[config.mk]
export PLATFORM = sky130hd
export DESIGN_NAME = http_request_header_parser_top
export DESIGN_NICKNAME = d
export VERILOG_FILES = /design/src/hdl/hrp_pkg.sv /design/src/hdl/hrp_front.sv /design/src/hdl/hrp_back.sv /design/src/hdl/http_request_header_parser_top.sv
export SDC_FILE = /design/constraint.sdc
export NUM_CORES = 1
export LEC_CHECK = 0
export BUFFER_PORTS_ARGS = -buffer_cell sky130_fd_sc_hd__buf_2
export CAP_MARGIN = 20
export CORE_UTILIZATION = 40
export CTS_CLUSTER_DIAMETER = 40
export DETAILED_ROUTE_END_ITERATION = 7
export SYNTH_ARGS = -nofsm -noshare
export SYNTH_HDL_FRONTEND = slang
export SYNTH_SLANG_ARGS = --single-unit
[constraint.sdc]
create_clock -name clk -period 16.85 [get_ports clk]
set_clock_uncertainty 0.15 [all_clocks]
set_input_delay 3.37 -clock clk [delete_from_list [all_inputs] [get_ports clk]]
set_output_delay 3.37 -clock clk [all_outputs]
set_load 0.01 [all_outputs]
[src/hdl/hrp_pkg.sv]
// Shared types and constants of the HTTP request header parser.
// No dependencies.
package hrp_pkg;
  localparam int unsigned MaxPayload = 65535;
  localparam int unsigned PosW = 16;

  localparam logic [2:0] K_URI    = 3'd0;
  localparam logic [2:0] K_HOST   = 3'd1;
  localparam logic [2:0] K_UA     = 3'd2;
  localparam logic [2:0] K_REF    = 3'd3;
  localparam logic [2:0] K_COOKIE = 3'd4;
  localparam logic [2:0] K_CLEN   = 3'd5;
  localparam logic [2:0] K_DONE   = 3'd6;

  localparam logic [3:0] ST_OK      = 4'd0;
  localparam logic [3:0] ST_EARLY   = 4'd1;
  localparam logic [3:0] ST_FIRST   = 4'd2;
  localparam logic [3:0] ST_METHOD  = 4'd3;
  localparam logic [3:0] ST_MCHAR   = 4'd4;
  localparam logic [3:0] ST_PREURI  = 4'd5;
  localparam logic [3:0] ST_URICR   = 4'd6;
  localparam logic [3:0] ST_URILF   = 4'd7;
  localparam logic [3:0] ST_AFTURI  = 4'd8;
  localparam logic [3:0] ST_NOKIND  = 4'd9;
  localparam logic [3:0] ST_BLANK   = 4'd10;
  localparam logic [3:0] ST_TOOLONG = 4'd11;

  // One result item: 16+16+16 data bits and 9 tuser bits; tlast carried apart.
  typedef struct packed {
    logic [2:0]  item_kind;
    logic [15:0] span_start;
    logic [15:0] span_end;
    logic        to_payload_end;
    logic [3:0]  status;
    logic        is_post;
    logic [15:0] body_offset;
  } res_t;

  // What the front hands to the back for one byte: up to two results.
  typedef struct packed {
    logic two;
    res_t r0;
    res_t r1;
  } cmd_t;
endpackage

[src/hdl/hrp_front.sv]
// Front: parses one byte per cycle while the queue is ready and emits a command of up to two results.
// Depends on hrp_pkg.
module hrp_front (
  input  logic               clk,
  input  logic               rst_n,
  input  logic               in_tvalid,
  output logic               in_tready,
  input  logic [7:0]         byte_i,
  input  logic               first_i,
  input  logic               last_i,
  input  logic               q_ready,
  output logic               q_valid,
  output hrp_pkg::cmd_t      q_cmd
);
  import hrp_pkg::*;

  localparam logic [3:0] S_START = 4'd0, S_METHOD = 4'd1, S_SP_URI = 4'd2,
    S_URI = 4'd3, S_AFTER_URI = 4'd4, S_LINE_END = 4'd5, S_HEAD = 4'd6,
    S_NAME = 4'd7, S_SP_VAL = 4'd8, S_VAL = 4'd9, S_IGNORE = 4'd10,
    S_ALMOST = 4'd11;
  localparam logic [7:0] CR = 8'd13, LF = 8'd10, SP = 8'h20;

  logic [3:0]  state_r, state_nxt;
  logic [15:0] pos_r, pos_nxt, mark_r, mark_nxt, uri_r, uri_nxt;
  logic [47:0] pfx_r, pfx_nxt;
  logic [2:0]  hk_r, hk_nxt;
  logic        post_r, post_nxt, act_r, act_nxt;

  logic        acc;
  logic [3:0]  st_c;
  logic [15:0] p, len, k;
  logic        done, emit0, last_two;
  res_t        span, dn;
  logic [47:0] pfx_app, pfx_b;

  assign in_tready = q_ready;
  assign acc = in_tvalid && in_tready;

  always_comb begin
    // start from state, restart on first byte
    state_nxt = first_i ? S_START : state_r;
    pos_nxt   = first_i ? '0 : pos_r;
    mark_nxt  = first_i ? '0 : mark_r;
    uri_nxt   = first_i ? '0 : uri_r;
    pfx_b     = first_i ? '0 : pfx_r;
    pfx_nxt   = pfx_b;
    hk_nxt    = first_i ? K_URI : hk_r;
    post_nxt  = first_i ? 1'b0 : post_r;
    act_nxt   = first_i ? 1'b1 : act_r;
    p = pos_nxt;
    len = p - mark_nxt;
    k = len;
    pfx_app = pfx_b;
    if (k < 16'd6) pfx_app = pfx_b | ({40'd0, byte_i} << {k[2:0], 3'b000});
    done = 1'b0; st_c = ST_OK; emit0 = 1'b0;
    span = '0;
    dn = '0;
    if (act_nxt) begin
      if (p >= 16'(MaxPayload)) begin
        done = 1'b1; st_c = ST_TOOLONG;
      end else if (byte_i == 8'd0) begin
        done = 1'b1; st_c = ST_EARLY;
      end else begin
        unique case (state_nxt)
          S_START: begin
            mark_nxt = p;
            if (byte_i == CR || byte_i == LF) begin
            end else if (byte_i < "A" || byte_i > "Z") begin
              done = 1'b1; st_c = ST_FIRST;
            end else begin
              pfx_nxt = {40'd0, byte_i}; state_nxt = S_METHOD;
            end
          end
          S_METHOD: begin
            if (byte_i == SP) begin
              if (len == 16'd3 && pfx_b[23:0] == "TEG") state_nxt = S_SP_URI;
              else if (len == 16'd4 && pfx_b[31:0] == "TSOP") begin
                post_nxt = 1'b1; state_nxt = S_SP_URI;
              end else begin
                done = 1'b1; st_c = ST_METHOD;
              end
            end else if (byte_i < "A" || byte_i > "Z") begin
              done = 1'b1; st_c = ST_MCHAR;
            end else pfx_nxt = pfx_app;
          end
          S_SP_URI: begin
            if (byte_i == "/") begin
              uri_nxt = p; mark_nxt = p; state_nxt = S_URI;
            end else if (byte_i != SP) begin
              done = 1'b1; st_c = ST_PREURI;
            end
          end
          S_URI: begin
            if (byte_i == SP) begin
              emit0 = 1'b1; span.item_kind = K_URI;
              span.span_start = uri_nxt; span.span_end = p - 16'd1;
              state_nxt = S_AFTER_URI;
            end else if (byte_i == CR) begin
              done = 1'b1; st_c = ST_URICR;
            end else if (byte_i == LF) begin
              done = 1'b1; st_c = ST_URILF;
            end
          end
          S_AFTER_URI: begin
            if (byte_i == SP) begin
            end else if (byte_i == CR || byte_i == LF) begin
              done = 1'b1; st_c = ST_AFTURI;
            end else state_nxt = (byte_i == "H") ? S_LINE_END : S_URI;
          end
          S_LINE_END: if (byte_i == LF) state_nxt = S_HEAD;
          S_HEAD: begin
            if (byte_i == SP) begin
            end else if (byte_i == CR) state_nxt = S_ALMOST;
            else if (byte_i == LF) begin
              done = 1'b1; st_c = ST_OK; dn.body_offset = p + 16'd1;
            end else begin
              mark_nxt = p; pfx_nxt = {40'd0, byte_i}; state_nxt = S_NAME;
            end
          end
          S_NAME: begin
            if (byte_i != SP && byte_i != ":") pfx_nxt = pfx_app;
            else begin
              state_nxt = S_SP_VAL;
              if (len == 16'd4 && pfx_b[31:0] == "tsoH") hk_nxt = K_HOST;
              else if (len == 16'd6 && pfx_b == "eikooC") begin
                hk_nxt = K_COOKIE; emit0 = 1'b1;
                span.item_kind = K_COOKIE; span.span_start = p + 16'd1;
                span.to_payload_end = 1'b1;
              end else if (len == 16'd7 && pfx_b[39:0] == "refeR") hk_nxt = K_REF;
              else if (len == 16'd10 && pfx_b[39:0] == "-resU") hk_nxt = K_UA;
              else if (len == 16'd14 && pfx_b[39:0] == "etnoC") hk_nxt = K_CLEN;
              else state_nxt = S_IGNORE;
            end
          end
          S_SP_VAL: begin
            if (byte_i != ":" && byte_i != SP) begin
              mark_nxt = p; state_nxt = S_VAL;
            end
          end
          S_VAL: begin
            if (byte_i == CR) begin
              if (hk_nxt >= K_HOST && hk_nxt <= K_CLEN) begin
                emit0 = 1'b1; span.item_kind = hk_nxt;
                span.span_start = mark_nxt; span.span_end = p - 16'd1;
              end else begin
                done = 1'b1; st_c = ST_NOKIND;
              end
            end else if (byte_i == LF) state_nxt = S_HEAD;
          end
          S_IGNORE: if (byte_i == LF) state_nxt = S_HEAD;
          S_ALMOST: begin
            if (byte_i == LF) begin
              done = 1'b1; st_c = ST_OK; dn.body_offset = p + 16'd1;
            end else if (byte_i != CR) begin
              done = 1'b1; st_c = ST_BLANK;
            end
          end
          default: begin
            done = 1'b1; st_c = ST_NOKIND;
          end
        endcase
        pos_nxt = p + 16'd1;
      end
      if (!done && last_i) begin
        done = 1'b1; st_c = ST_EARLY;
      end
      if (done) begin
        act_nxt = 1'b0; state_nxt = S_START;
      end
    end
    dn.item_kind = K_DONE;
    dn.status = st_c;
    dn.is_post = post_nxt;
    if (st_c != ST_OK) dn.body_offset = '0;
    last_two = emit0 && done;
    q_cmd.two = last_two;
    q_cmd.r0 = emit0 ? span : dn;
    q_cmd.r1 = dn;
    q_valid = in_tvalid && (emit0 || done);
  end

  // advance parser state on each accepted byte
  always_ff @(posedge clk) begin
    if (!rst_n) begin
      state_r <= S_START; pos_r <= '0; mark_r <= '0; uri_r <= '0;
      pfx_r <= '0; hk_r <= K_URI; post_r <= 1'b0; act_r <= 1'b0;
    end else if (acc) begin
      state_r <= state_nxt; pos_r <= pos_nxt; mark_r <= mark_nxt;
      uri_r <= uri_nxt; pfx_r <= pfx_nxt; hk_r <= hk_nxt;
      post_r <= post_nxt; act_r <= act_nxt;
    end
  end
endmodule

[src/hdl/hrp_back.sv]
// Back: two-entry command queue and output stage that splits commands into beats.
// Depends on hrp_pkg.
module hrp_back (
  input  logic           clk,
  input  logic           rst_n,
  input  logic           q_valid,
  output logic           q_ready,
  input  hrp_pkg::cmd_t  q_cmd,
  output logic           out_tvalid,
  input  logic           out_tready,
  output hrp_pkg::res_t  res_o,
  output logic           last_o
);
  import hrp_pkg::*;

  cmd_t       ent_r [2];
  logic [1:0] cnt_r, cnt_nxt;
  logic       rd_r, rd_nxt, wr_r, wr_nxt;
  logic       sub_r, sub_nxt;
  logic       push, pop;
  cmd_t       head;

  assign head = ent_r[rd_r];
  assign q_ready = (cnt_r != 2'd2);
  assign push = q_valid && q_ready;
  assign out_tvalid = (cnt_r != 2'd0);
  assign res_o = sub_r ? head.r1 : head.r0;
  assign last_o = sub_r || !head.two;
  assign pop = out_tvalid && out_tready && last_o;

  always_comb begin
    cnt_nxt = cnt_r + {1'b0, push} - {1'b0, pop};
    rd_nxt = pop ? ~rd_r : rd_r;
    wr_nxt = push ? ~wr_r : wr_r;
    sub_nxt = sub_r;
    if (out_tvalid && out_tready) sub_nxt = !last_o;
  end

  // store commands
  always_ff @(posedge clk) begin
    if (push) ent_r[wr_r] <= q_cmd;
  end

  // advance pointers
  always_ff @(posedge clk) begin
    if (!rst_n) begin
      cnt_r <= '0; rd_r <= 1'b0; wr_r <= 1'b0; sub_r <= 1'b0;
    end else begin
      cnt_r <= cnt_nxt; rd_r <= rd_nxt; wr_r <= wr_nxt; sub_r <= sub_nxt;
    end
  end
endmodule

[src/hdl/http_request_header_parser_top.sv]
// Top level of the HTTP request header parser.
// Depends on hrp_pkg, hrp_front and hrp_back.
//
//  channel | dir | tdata                             | tuser            | tlast
//  in_     | in  | payload_byte                      | first_byte       | last_byte
//  out_    | out | span_start, span_end, body_offset | kind,tpe,st,post | last_of_run
//
// One byte per cycle while the queue has room: the front parses in the cycle of acceptance.
// A byte yielding two results occupies the output for two beats.
// The two-entry queue lets input run on while output stalls.
// Reset: synchronous, active low; no clearing pass.
module http_request_header_parser_top (
  input  logic        clk,
  input  logic        rst_n,
  input  logic        in_tvalid,
  output logic        in_tready,
  input  logic [7:0]  in_tdata,   // [7:0] payload_byte
  input  logic        in_tuser,   // [0] first_byte
  input  logic        in_tlast,   // last_byte
  output logic        out_tvalid,
  input  logic        out_tready,
  output logic [47:0] out_tdata,  // [15:0] span_start [31:16] span_end [47:32] body_offset
  output logic [8:0]  out_tuser,  // [2:0] item_kind [3] to_payload_end [7:4] status [8] is_post
  output logic        out_tlast   // last_of_run
);
  import hrp_pkg::*;

  logic  q_valid, q_ready;
  cmd_t  q_cmd;
  res_t  res;

  hrp_front u_front (
    .clk, .rst_n, .in_tvalid, .in_tready,
    .byte_i(in_tdata), .first_i(in_tuser), .last_i(in_tlast),
    .q_ready, .q_valid, .q_cmd
  );

  hrp_back u_back (
    .clk, .rst_n, .q_valid, .q_ready, .q_cmd,
    .out_tvalid, .out_tready, .res_o(res), .last_o(out_tlast)
  );

  assign out_tdata = {res.body_offset, res.span_end, res.span_start};
  assign out_tuser = {res.is_post, res.status, res.to_payload_end, res.item_kind};
endmodule

[Word-level counts from Yosys, hierarchy flattened]
Memory sizes are Yosys's and may differ from the RTL's. A register that Yosys moved wholly into a read port is not among the register bits.
Index checks and enable logic that the tools add are counted.
W data, S select, Z words.
Word-level totals
  flip-flop bits (word level): 110
  RAM bits: 158
  input port bits: 14
  output and inout bits: 60
  logic and storage cells: 258
  memories: 1
Cells by class
  add/sub/neg operators: 5
  order comparisons: 6
  eq/ne operators: 33
  shifts and indexed selects: 1
  muxes and demuxes: 167
  bitwise gates (word level): 3
  reduce and logical (&&, ||, !) cells: 30
Memory list
  u_back.ent_r: words 2, bits a word 79, rd ports 1, clocked after Yosys merged registers in 1, wr ports 1, RTL line hrp_back.sv:16  | cmd_t ent_r [2];
Operator list (number)
  $mux W48: 13
  $mux W16: 26
  $pmux W48 S4: 1
  $mux W4: 41
  $mux W57: 2
  $mux W36: 3
  $eq A40 B39 Y1 const B: 2
  $mux W35: 2
  $eq A32 B31 Y1 const B: 2
  $pmux W16 S2: 2
  $pmux W16 S4: 1
  $mux W19: 3
  $pmux W19 S3: 1
  $mux W1: 49
  $eq A16 B3 Y1 const B: 3
  $eq A48 B47 Y1 const B: 1
  $or A48 B48 Y48: 1
  $shl A8 B6 Y48: 1
  $mux W3: 15
  $eq A40 B38 Y1 const B: 1
  $pmux W4 S10: 1
  $eq A16 B4 Y1 const B: 2
  $mux W32: 1
  $pmux W4 S8: 1
  37 further kinds: 70

[Logic depth before layout (Yosys ltp)]
Gate-level depths: netlist of run 1.
  word-level depth: 21
  depth in mapped cells: 26
  gate-level depth less buffers: 18

[Modules after synthesis]
A second synthesis of run 1 with hierarchy kept.
Second synthesis, totals
  cells, all modules: 1608
  area total of the unflattened synthesis: 17473.0 sq um
Modules (own cells, without submodules)
  hrp_front: instances 1, cells each 1272, area an instance 8819.7 sq um, seq. area each 2102.0 sq um
  hrp_back: instances 1, cells each 336, area an instance 8653.3 sq um, seq. area each 7026.7 sq um

[Worst setup path after synthesis of run 1]
No wires, ideal clock.
  kind: in2reg
  start point: in in_tuser
  end point: mem u_back.ent_r[1][0] in the netlist's numbering, enable pin
  library setup time: 0.446 ns
  arrival time: 9.842 ns
  data required time: 16.254 ns
  slack: 6.412 ns
  cell stages on the path: 22
  buffers on the path: 9
  path through: buf_4 buf_2 buf_4 buf_4 clkbuf_1 clkbuf_1 clkbuf_1 buf_1 nor2b_1 ha_1 inv_1 fa_1 o31ai_1 a211oi_2 or3_1 a31oi_1 o2111ai_1 or4_4 buf_6 o31a_1 o22ai_4 and2_1
On the way
  word-level cells in the longest chain between the ends: 21
  elaborated cells between the ends (all ways): 63
  those cells by class: 1 x add/sub; 3 x order compare; 18 x eq/ne; 29 x mux; 12 x reduce/logical
RTL lines
  from (decl): RTL line http_request_header_parser_top.sv:18  | input logic in_tuser,
  $mux W16, on equally long branches: RTL line hrp_front.sv:42, hrp_front.sv:43
  $sub A16 B16 Y16: RTL line hrp_front.sv:51  | len = p - mark_nxt;
  $eq A16 B3 Y1: RTL line hrp_front.sv:77, hrp_front.sv:124
  $logic_and A1 B1 Y1: RTL line hrp_front.sv:77  | else if (len == 16'd4 && pfx_b[31:0] == "TSOP") begin
  $mux W1: RTL line hrp_front.sv:77
  $mux W1: RTL line hrp_front.sv:76  | if (len == 16'd3 && pfx_b[23:0] == "TEG") state_nxt = S_SP_URI;
  $mux W1: RTL line hrp_front.sv:75  | if (byte_i == SP) begin
  $pmux W1 S9: RTL line hrp_front.sv:64  | unique case (state_nxt)
  [4 not listed]
  $logic_and A1 B1 Y1: RTL line hrp_front.sv:164  | if (!done && last_i) begin
  $mux W1: RTL line hrp_front.sv:164
  $mux W1 (2 in a row): RTL line hrp_front.sv:58  | if (act_nxt) begin
  $logic_or A1 B1 Y1 *: RTL line hrp_front.sv:179  | q_valid = in_tvalid && (emit0 || done);
  $logic_and A1 B1 Y1 *: RTL line hrp_front.sv:179
  $logic_and A1 B1 Y1 *: RTL line hrp_back.sv:25  | assign push = q_valid && q_ready;
  $mux W1 *: RTL line hrp_back.sv:41  | if (push) ent_r[wr_r] <= q_cmd;
  $mux W1 (not written as such) *: RTL line hrp_back.sv:41
  to (decl): RTL line hrp_back.sv:16
Every way passes the cells marked *; elsewhere a longest branch is shown, timed or not. The select of a mux whose other input is x is not followed.

[Final worst setup path of run 1]
  start point: in in_tuser
  end point: mem u_back.ent_r[0][66] in the netlist's numbering, enable pin
The elaborated chain is that of the path after synthesis.

==> metrics.log, run 1 <==
INFO  metric min_from = u_front.pfx_r[45]
INFO  metric synth_area_per_cell = about 9.5 um2
INFO  metric total_leakage_power = 5.60 nW
INFO  metric die_area = 0.0378 mm2
INFO  metric grt_usage = 24.3%
INFO  metric worst_r2r_startpoint = u_front.pos_r[0]
INFO  metric start_util = 40.5%
INFO  metric numPortBuffers = 73
INFO  metric min_period = 9.47 ns
INFO  metric top_delay_family_on_crit_path = buffers and inverters
INFO  metric crit_fanout = 73
INFO  metric grt.overflow.total = 0
INFO  metric post-dp-hpwl = 32.2 mm
INFO  metric final.setup.tns = 0 ns
INFO  metric crit_arrival = roughly 9.5 ns
INFO  metric min_to = u_front.pfx_r[45]
INFO  metric max_slew.worst_pin.slew = 1.14 ns
INFO  metric design.portCount = 74
INFO  metric core_region_area = 0.0365 mm2
INFO  metric max_freq = 0.106 GHz
INFO  metric cp_data_required_time = 16.88 ns
INFO  metric critical-path-slowest-cell = sky130_fd_sc_hd__buf_4
INFO  metric worst_setup_path_start_kind = primary input
INFO  metric clkSlewWorstSetupHoldPaths = 0.05 ns
INFO  metric cp_common_cell = sky130_fd_sc_hd__buf_4
INFO  metric remaining_drc_errors = 0
INFO  metric die-width = 194 um
INFO  metric critical_path_buf_inv_count = 4
INFO  metric status = finished, final reports clean
INFO  metric cts_hold_buffers = 0
INFO  metric worstSkewPairLatency = 0.56 ns
INFO  metric layout-area-overhead-vs-synth = 13.5%
INFO  metric drtIter0Drc = roughly 1200
INFO  metric std_cell_rows = 70
INFO  metric route.vias.total = 12523
INFO  metric async_flop_share = 0%
INFO  metric hold-path-cell-count = 2
INFO  metric number_of_warnings_issued_by_yosys = 0
INFO  metric ys_seq_elements = 269
INFO  metric hp-class = register to register
INFO  metric detail_route.vias_per_cell = around 6
INFO  metric worst_slew_margin_rel = 23.4%
INFO  metric synth_area_leader_cell = sky130_fd_sc_hd__edfxtp_1
INFO  metric global_route.usage.met1 = between 30% and 40%
INFO  metric grtUsageMet3 = 4.91%
INFO  metric clock_tree.htree_level_count = 2
INFO  metric grt_setup_unrepaired = false
INFO  metric postSynthCellCount = 1559
INFO  metric worstRegToRegCells = 17
INFO  metric clock_sink_count = 269
INFO  metric drt_first_pass_iters = 5
INFO  metric finalInstanceArea = 0.0168 mm2
INFO  metric post_synth_instance_area = 0.0148 mm2
INFO  metric worstPathCellList = buf_4, buf_4, nor2b_1, fa_1, o31ai_1, a211oi_2, a211oi_1, or4_1, o221ai_1, or4_4, o31a_1, buf_4, o22ai_4, and2b_4, buf_4
INFO  metric dieHeight = 194 um
INFO  metric reg2reg_to = u_back.ent_r[0][66]
INFO  metric drt-wirelength-per-cell = 21.9 um
INFO  metric sequential_cell_area = between 0.006 and 0.007 mm2
INFO  metric critPathKind = primary input to register
INFO  metric layout.filler_cells = roughly 3500
INFO  metric slew_violations = 0
INFO  metric grt_pass1_wl = between 70 and 80 mm
INFO  metric cts.path.max_buffers = 3
INFO  metric reg2reg_slack = 10.36 ns
INFO  metric critical_path.endpoint_type = register
INFO  metric maxCapViolations = 0
INFO  metric cts-resized-gates = 0
INFO  metric multiInputGateArea = 0.00726 mm2
INFO  metric synth.distinct_cells = 98
INFO  metric drive_gt1_share = ~14%
INFO  metric clockRootBuffer = sky130_fd_sc_hd__clkbuf_16
INFO  metric routabilityCongestion = 0.949
INFO  metric gr-max-usage-layer = met2
INFO  metric timing.final.crit_share = 56.2%
INFO  metric timing.final.setup_violations = 0
INFO  metric pwr_density_cell = 111 mW/mm2
INFO  metric crit_path_start = in_tuser
INFO  metric grt_pass1_vias = approximately 12000
INFO  metric holdWs = approximately 0.30 ns
INFO  metric synth_top_area_share = 32.1%
INFO  metric antenna_left = 0
INFO  metric wl = 45.7 mm
INFO  metric synth-edff-count = 158
INFO  metric setup_slack = roughly 7.4 ns
INFO  metric net_count_after_synthesis = roughly 1600
INFO  metric cts_tree = done
INFO  metric grt_start_max_net_pins = 80
INFO  metric cts-buffers-inserted = 40
INFO  metric synth.top_cells.by_area = sky130_fd_sc_hd__edfxtp_1, sky130_fd_sc_hd__dfxtp_1, sky130_fd_sc_hd__nor2_1
INFO  metric initial_antenna_violation_count = 1
INFO  metric hold_violations = 0
INFO  metric final_nets = 1614
INFO  metric detailedPlace.worstSlack = 6.88 ns
INFO  metric ir_worst_vdd = 0.0623 mV
INFO  metric critical_path.max_stage_delay = 0.74 ns
INFO  metric postCtsSetupRepairBufs = 0
INFO  metric seq_area_frac_synth = a little under half
INFO  metric ys.flop_type = sky130_fd_sc_hd__edfxtp_1
INFO  metric m2_gr_usage = between 30% and 40%
INFO  metric placed_cell_area = around 0.015 mm2
## power by group
group / internal, W / switching (W) / total, W
clock network: 0.000511 / 0.000320 / 0.000831
registers: 0.000732 / 0.0000147 / 0.000747
logic: 0.000108 / 0.000183 / 0.000290
## sequential cells by signal, summed over array words and instances (netlist names), named ones only
name / cells
u_front.state_r: 4
u_back.sub_r: 1
u_front.uri_r: 16
u_front.pos_r: 16
u_front.mark_r: 16
u_front.hk_r: 3
u_front.pfx_r: 48
u_back.cnt_r: 2
u_front.post_r: 1
u_back.ent_r: 158
u_back.rd_r: 1
u_front.act_r: 1
u_back.wr_r: 1
## tightest hold or removal path, stage by stage, from the launching register on
cell                      delay [ns]
sky130_fd_sc_hd__dfxtp_1        0.30
sky130_fd_sc_hd__nand2_1        0.05
sky130_fd_sc_hd__o21ai_1        0.05
## metrics by stage
stage                     utilization (%)  cells  power (W)
after global placement               42.3   2013    0.00105
final                                46.0   2090    0.00187
after global routing                 46.0   2088    0.00194
after detailed placement             42.3   2013    0.00105
after floorplan                         -   1559   0.000955
after CTS                            46.0   2087    0.00188
## worst max path at each step
stage,endpoint,depth (start not counted)
after floorplan,u_back.ent_r[1][0],22
after global routing,u_back.ent_r[0][66],15
after CTS,u_back.ent_r[0][66],15
after global placement,u_back.ent_r[0][70],15
final,u_back.ent_r[0][66],15
after detailed placement,u_back.ent_r[0][70],15
## Yosys cell counts, types with 30 or more instances
| library cell | number |
|---|---|
| sky130_fd_sc_hd__dfxtp_1 | 111 |
| sky130_fd_sc_hd__nor2_1 | 184 |
| sky130_fd_sc_hd__mux2i_1 | 37 |
| sky130_fd_sc_hd__nand2_1 | 154 |
| sky130_fd_sc_hd__a22oi_1 | 52 |
| sky130_fd_sc_hd__nor2b_1 | 44 |
| sky130_fd_sc_hd__clkbuf_1 | 63 |
| sky130_fd_sc_hd__edfxtp_1 | 158 |
| sky130_fd_sc_hd__inv_1 | 30 |
| sky130_fd_sc_hd__nand3_1 | 34 |
| sky130_fd_sc_hd__o21ai_0 | 78 |
| sky130_fd_sc_hd__a21oi_1 | 93 |
| sky130_fd_sc_hd__nor3_1 | 60 |
## per-layer routing
metal	vias to the layer above	wire [um]	part of all wire, %
met5	-	0	0
met4	0	1580	3.4
met3	99	3540	7.7
met2	545	20300	44
met1	6004	20300	44
li1	5875	-	-
## kinds of logic (layout without fill, tap and decap cells)
group	count (synthesis)	in the layout	share of synthesized area [%]
compound gates	384	384	17.0
xor+xnor	44	44	2.60
fa+ha+maj	14	14	1.21
buf+inv	136	197	3.89
flops	269	269	47.1
mux	59	59	5.78
other cells	0	2	0
simple gates	653	653	22.4
## final cells by class
type	count	area share, %
antenna	2	0.0298
clock buffer	50	6.18
clock inverter	24	1.81
inverter	31	0.693
multi-input combinational	1154	43.2
sequential	269	41.5
tap	468	3.49
timing repair buffer	92	3.04
## cells in the final DEF, fill, tap and decap left out, types with 9 or more instances in the layout
cell type / instances
sky130_fd_sc_hd__xnor2_1: 28
sky130_fd_sc_hd__or3_1: 13
sky130_fd_sc_hd__a21oi_1: 93
sky130_fd_sc_hd__xor2_1: 16
sky130_fd_sc_hd__o21ai_0: 78
sky130_fd_sc_hd__nand2b_1: 24
sky130_fd_sc_hd__nor2b_1: 44
sky130_fd_sc_hd__and3_1: 15
sky130_fd_sc_hd__nand4_1: 27
sky130_fd_sc_hd__nand3_1: 34
sky130_fd_sc_hd__nor2_1: 184
sky130_fd_sc_hd__o31ai_1: 9
sky130_fd_sc_hd__dfxtp_1: 109
sky130_fd_sc_hd__a31oi_1: 19
sky130_fd_sc_hd__nor3_1: 60
sky130_fd_sc_hd__edfxtp_1: 158
sky130_fd_sc_hd__a211oi_1: 14
sky130_fd_sc_hd__buf_2: 72
sky130_fd_sc_hd__clkbuf_1: 10
sky130_fd_sc_hd__buf_4: 19
sky130_fd_sc_hd__mux2i_1: 37
sky130_fd_sc_hd__or2_2: 9
sky130_fd_sc_hd__inv_1: 29
sky130_fd_sc_hd__mux4_2: 21
sky130_fd_sc_hd__a22oi_1: 52
sky130_fd_sc_hd__nor4_1: 15
sky130_fd_sc_hd__o21ai_1: 22
sky130_fd_sc_hd__o22ai_1: 9
sky130_fd_sc_hd__clkbuf_16: 40
sky130_fd_sc_hd__ha_1: 11
sky130_fd_sc_hd__and2_1: 9
sky130_fd_sc_hd__nand2_1: 154
(Power assumes the default switching activity.)
==> run 2, diff against run 1 <==
==> constraint.sdc (replaced) <==
create_clock -name clk -period 9.7 [get_ports clk]
set_clock_uncertainty 0.15 [all_clocks]
set_input_delay 1.94 -clock clk [delete_from_list [all_inputs] [get_ports clk]]
set_output_delay 1.94 -clock clk [all_outputs]
set_load 0.01 [all_outputs]
==> run 2 against run 1 <==
  * Sequential share of layout area up 0.16 points
  * Final area down 0.40%
  * Non-clock buffer count up 5
  * Die area unchanged
  * Global-route usage about the same
  * Combinational power up 76%
  * Highest routed layer unchanged
==> metrics.log, run 2 (synthesis gave the netlist of run 1 again) <==
INFO  metric grt_setup_unrepaired = false
INFO  metric design.portCount = 74
INFO  metric slew_violations = 0
INFO  metric drtIter0Drc = 1250
INFO  metric hp-class = register to register
INFO  metric most-common-layout-cells = sky130_fd_sc_hd__nor2_1, sky130_fd_sc_hd__edfxtp_1, sky130_fd_sc_hd__nand2_1
INFO  metric layout-area-overhead-vs-synth = 13.1%
INFO  metric critPathKind = primary input to register
INFO  metric post-dp-hpwl = roughly 33 mm
INFO  metric critical_path.endpoint_type = register
INFO  metric die-width = 194 um
INFO  metric grt.overflow.total = 0
INFO  metric clock_tree.htree_level_count = 2
INFO  metric core_region_area = about 0.037 mm2
INFO  metric worst_slew_margin_rel = 30.4%
INFO  metric largest_registers = u_back.ent_r x158, u_front.pfx_r x48
INFO  metric cts_hold_buffers = 0
INFO  metric worst_setup_path_start_kind = primary input
INFO  metric antenna_left = 0
INFO  metric wl = 45.7 mm
INFO  metric remaining_drc_errors = 0
INFO  metric worst_r2r_startpoint = u_front.pos_r[0]
INFO  metric final_nets = 1615
INFO  metric status = finished, final reports clean
INFO  metric route.vias.total = 12571
INFO  metric cts-buffers-inserted = 36
INFO  metric detailedPlace.worstSlack = 1.80 ns
INFO  metric drt-wirelength-per-cell = between 20 and 25 um
INFO  metric dieHeight = 194 um
INFO  metric grt_pass1_wl = 71.5 mm
INFO  metric worstSkewPairLatency = approximately 0.55 ns
INFO  metric top_register = u_back.ent_r
INFO  metric timing.final.crit_share = 75.8%
INFO  metric drive_gt1_share = 13.5%
INFO  metric min_period = about 7.4 ns
INFO  metric grt_start_max_net_pins = 62
INFO  metric detail_route.vias_per_cell = 6.03
INFO  metric drt_first_pass_iters = 6
INFO  metric worstRegToRegCells = 17
INFO  metric hold-path-cell-count = 2
INFO  metric max_slew.worst_pin.slew = 1.04 ns
INFO  metric routabilityCongestion = 0.949
INFO  metric pwr_density_cell = 188 mW/mm2
INFO  metric mostFrequentLayoutCell = sky130_fd_sc_hd__nor2_1
INFO  metric max_freq = 0.136 GHz
INFO  metric crit_arrival = around 7.4 ns
INFO  metric holdWs = 0.298 ns
INFO  metric cts-resized-gates = 0
INFO  metric clock_sink_count = between 200 and 300
INFO  metric setup_slack = 2.35 ns
INFO  metric start_util = 40.5%
INFO  metric maxCapViolations = 0
INFO  metric layout.filler_cells = 3511
INFO  metric die_area = 0.0378 mm2
INFO  metric p_total = around 0.0031 W
INFO  metric cts_tree = done
INFO  metric clockRootBuffer = sky130_fd_sc_hd__clkbuf_16
INFO  metric total_leakage_power = around 5.6 nW
INFO  metric final.setup.tns = 0 ns
INFO  metric cts.path.max_buffers = 3
INFO  metric cp_data_required_time = just under 10 ns
INFO  metric clkSlewWorstSetupHoldPaths = 0.05 ns
INFO  metric timing.final.setup_violations = 0
INFO  metric grt_pass1_vias = around 12000
INFO  metric crit_fanout = 50
INFO  metric std_cell_rows = 70
INFO  metric antenna-diode-count = 0
INFO  metric numPortBuffers = 73
INFO  metric hold_violations = 0
INFO  metric max_ffs_per_register = 158
INFO  metric min_from = u_front.pfx_r[41]
INFO  metric initial_antenna_violation_count = 0
INFO  metric ir_worst_vdd = 0.124 mV
INFO  metric crit_path_start = in_tuser
INFO  metric grt_usage = around a quarter
INFO  metric postCtsSetupRepairBufs = 0
[run 2: cell types whose count changed in the layout (fill, tap and decap cells not counted), sizes merged]
cell / previous run / this run
buf: 91 / 97
clkinvlp: 1 / 2
diode: 2 / 0
inv: 40 / 38
clkbuf: 51 / 44
bufinv: 4 / 3
clkinv: 10 / 9
[run 2: worst paths after layout]
kind / endpoint / slack, ns
hold reg to reg: u_front.pfx_r[41] / 0.30
setup / recovery: u_back.ent_r[0][67] / 2.35
hold / removal: u_front.pfx_r[41] / 0.30
setup reg to reg: u_back.ent_r[0][67] / 3.62
[run 2: metal layers]
layer	global-route usage (%)	vias up	wire, um
li1	-	5866	-
met1	34.8	6152	20900
met2	37.1	481	20400
met3	3.89	72	3140
met4	8.08	0	1220
met5	0	-	0
[run 2: stage by stage]
stage          util [%]  instance area [um2]  std cells
4_1_cts            45.8                16700       2083
2_1_floorplan         -                14800       1559
6_report           45.8                16700       2084
3_5_place_dp       42.4                15500       2018
5_1_grt            45.8                16700       2084
3_3_place_gp       42.4                15500       2017
[run 2: power breakdown]
group	internal (W)	total, W	switching (W)
clock network	0.000811	0.00134	0.000526
logic	0.000191	0.000511	0.000320
registers	0.00127	0.00130	0.0000273
[run 2: worst max-delay path, cell delays in order]
cell,delay [ns]
sky130_fd_sc_hd__buf_4,0.44
sky130_fd_sc_hd__nor2b_1,0.26
sky130_fd_sc_hd__inv_1,0.17
sky130_fd_sc_hd__ha_1,0.17
sky130_fd_sc_hd__inv_1,0.06
sky130_fd_sc_hd__fa_1,0.48
sky130_fd_sc_hd__o31ai_1,0.38
sky130_fd_sc_hd__a211oi_2,0.21
sky130_fd_sc_hd__a211oi_1,0.51
sky130_fd_sc_hd__or4_1,0.19
sky130_fd_sc_hd__o221ai_1,0.13
sky130_fd_sc_hd__or4_4,0.70
sky130_fd_sc_hd__o31a_1,0.36
sky130_fd_sc_hd__buf_4,0.22
sky130_fd_sc_hd__o22ai_4,0.24
sky130_fd_sc_hd__and2b_4,0.51
sky130_fd_sc_hd__buf_12,0.33
[run 2: cell type report]
cell class                 count  area (um2)  share of cell area (%)
tap                          468         586                    3.50
clock inverter                21         249                    1.49
multi-input combinational   1154        7260                    43.4
timing repair buffer          97         571                    3.41
inverter                      31         116                   0.696
clock buffer                  44         972                    5.81
sequential                   269        6970                    41.7
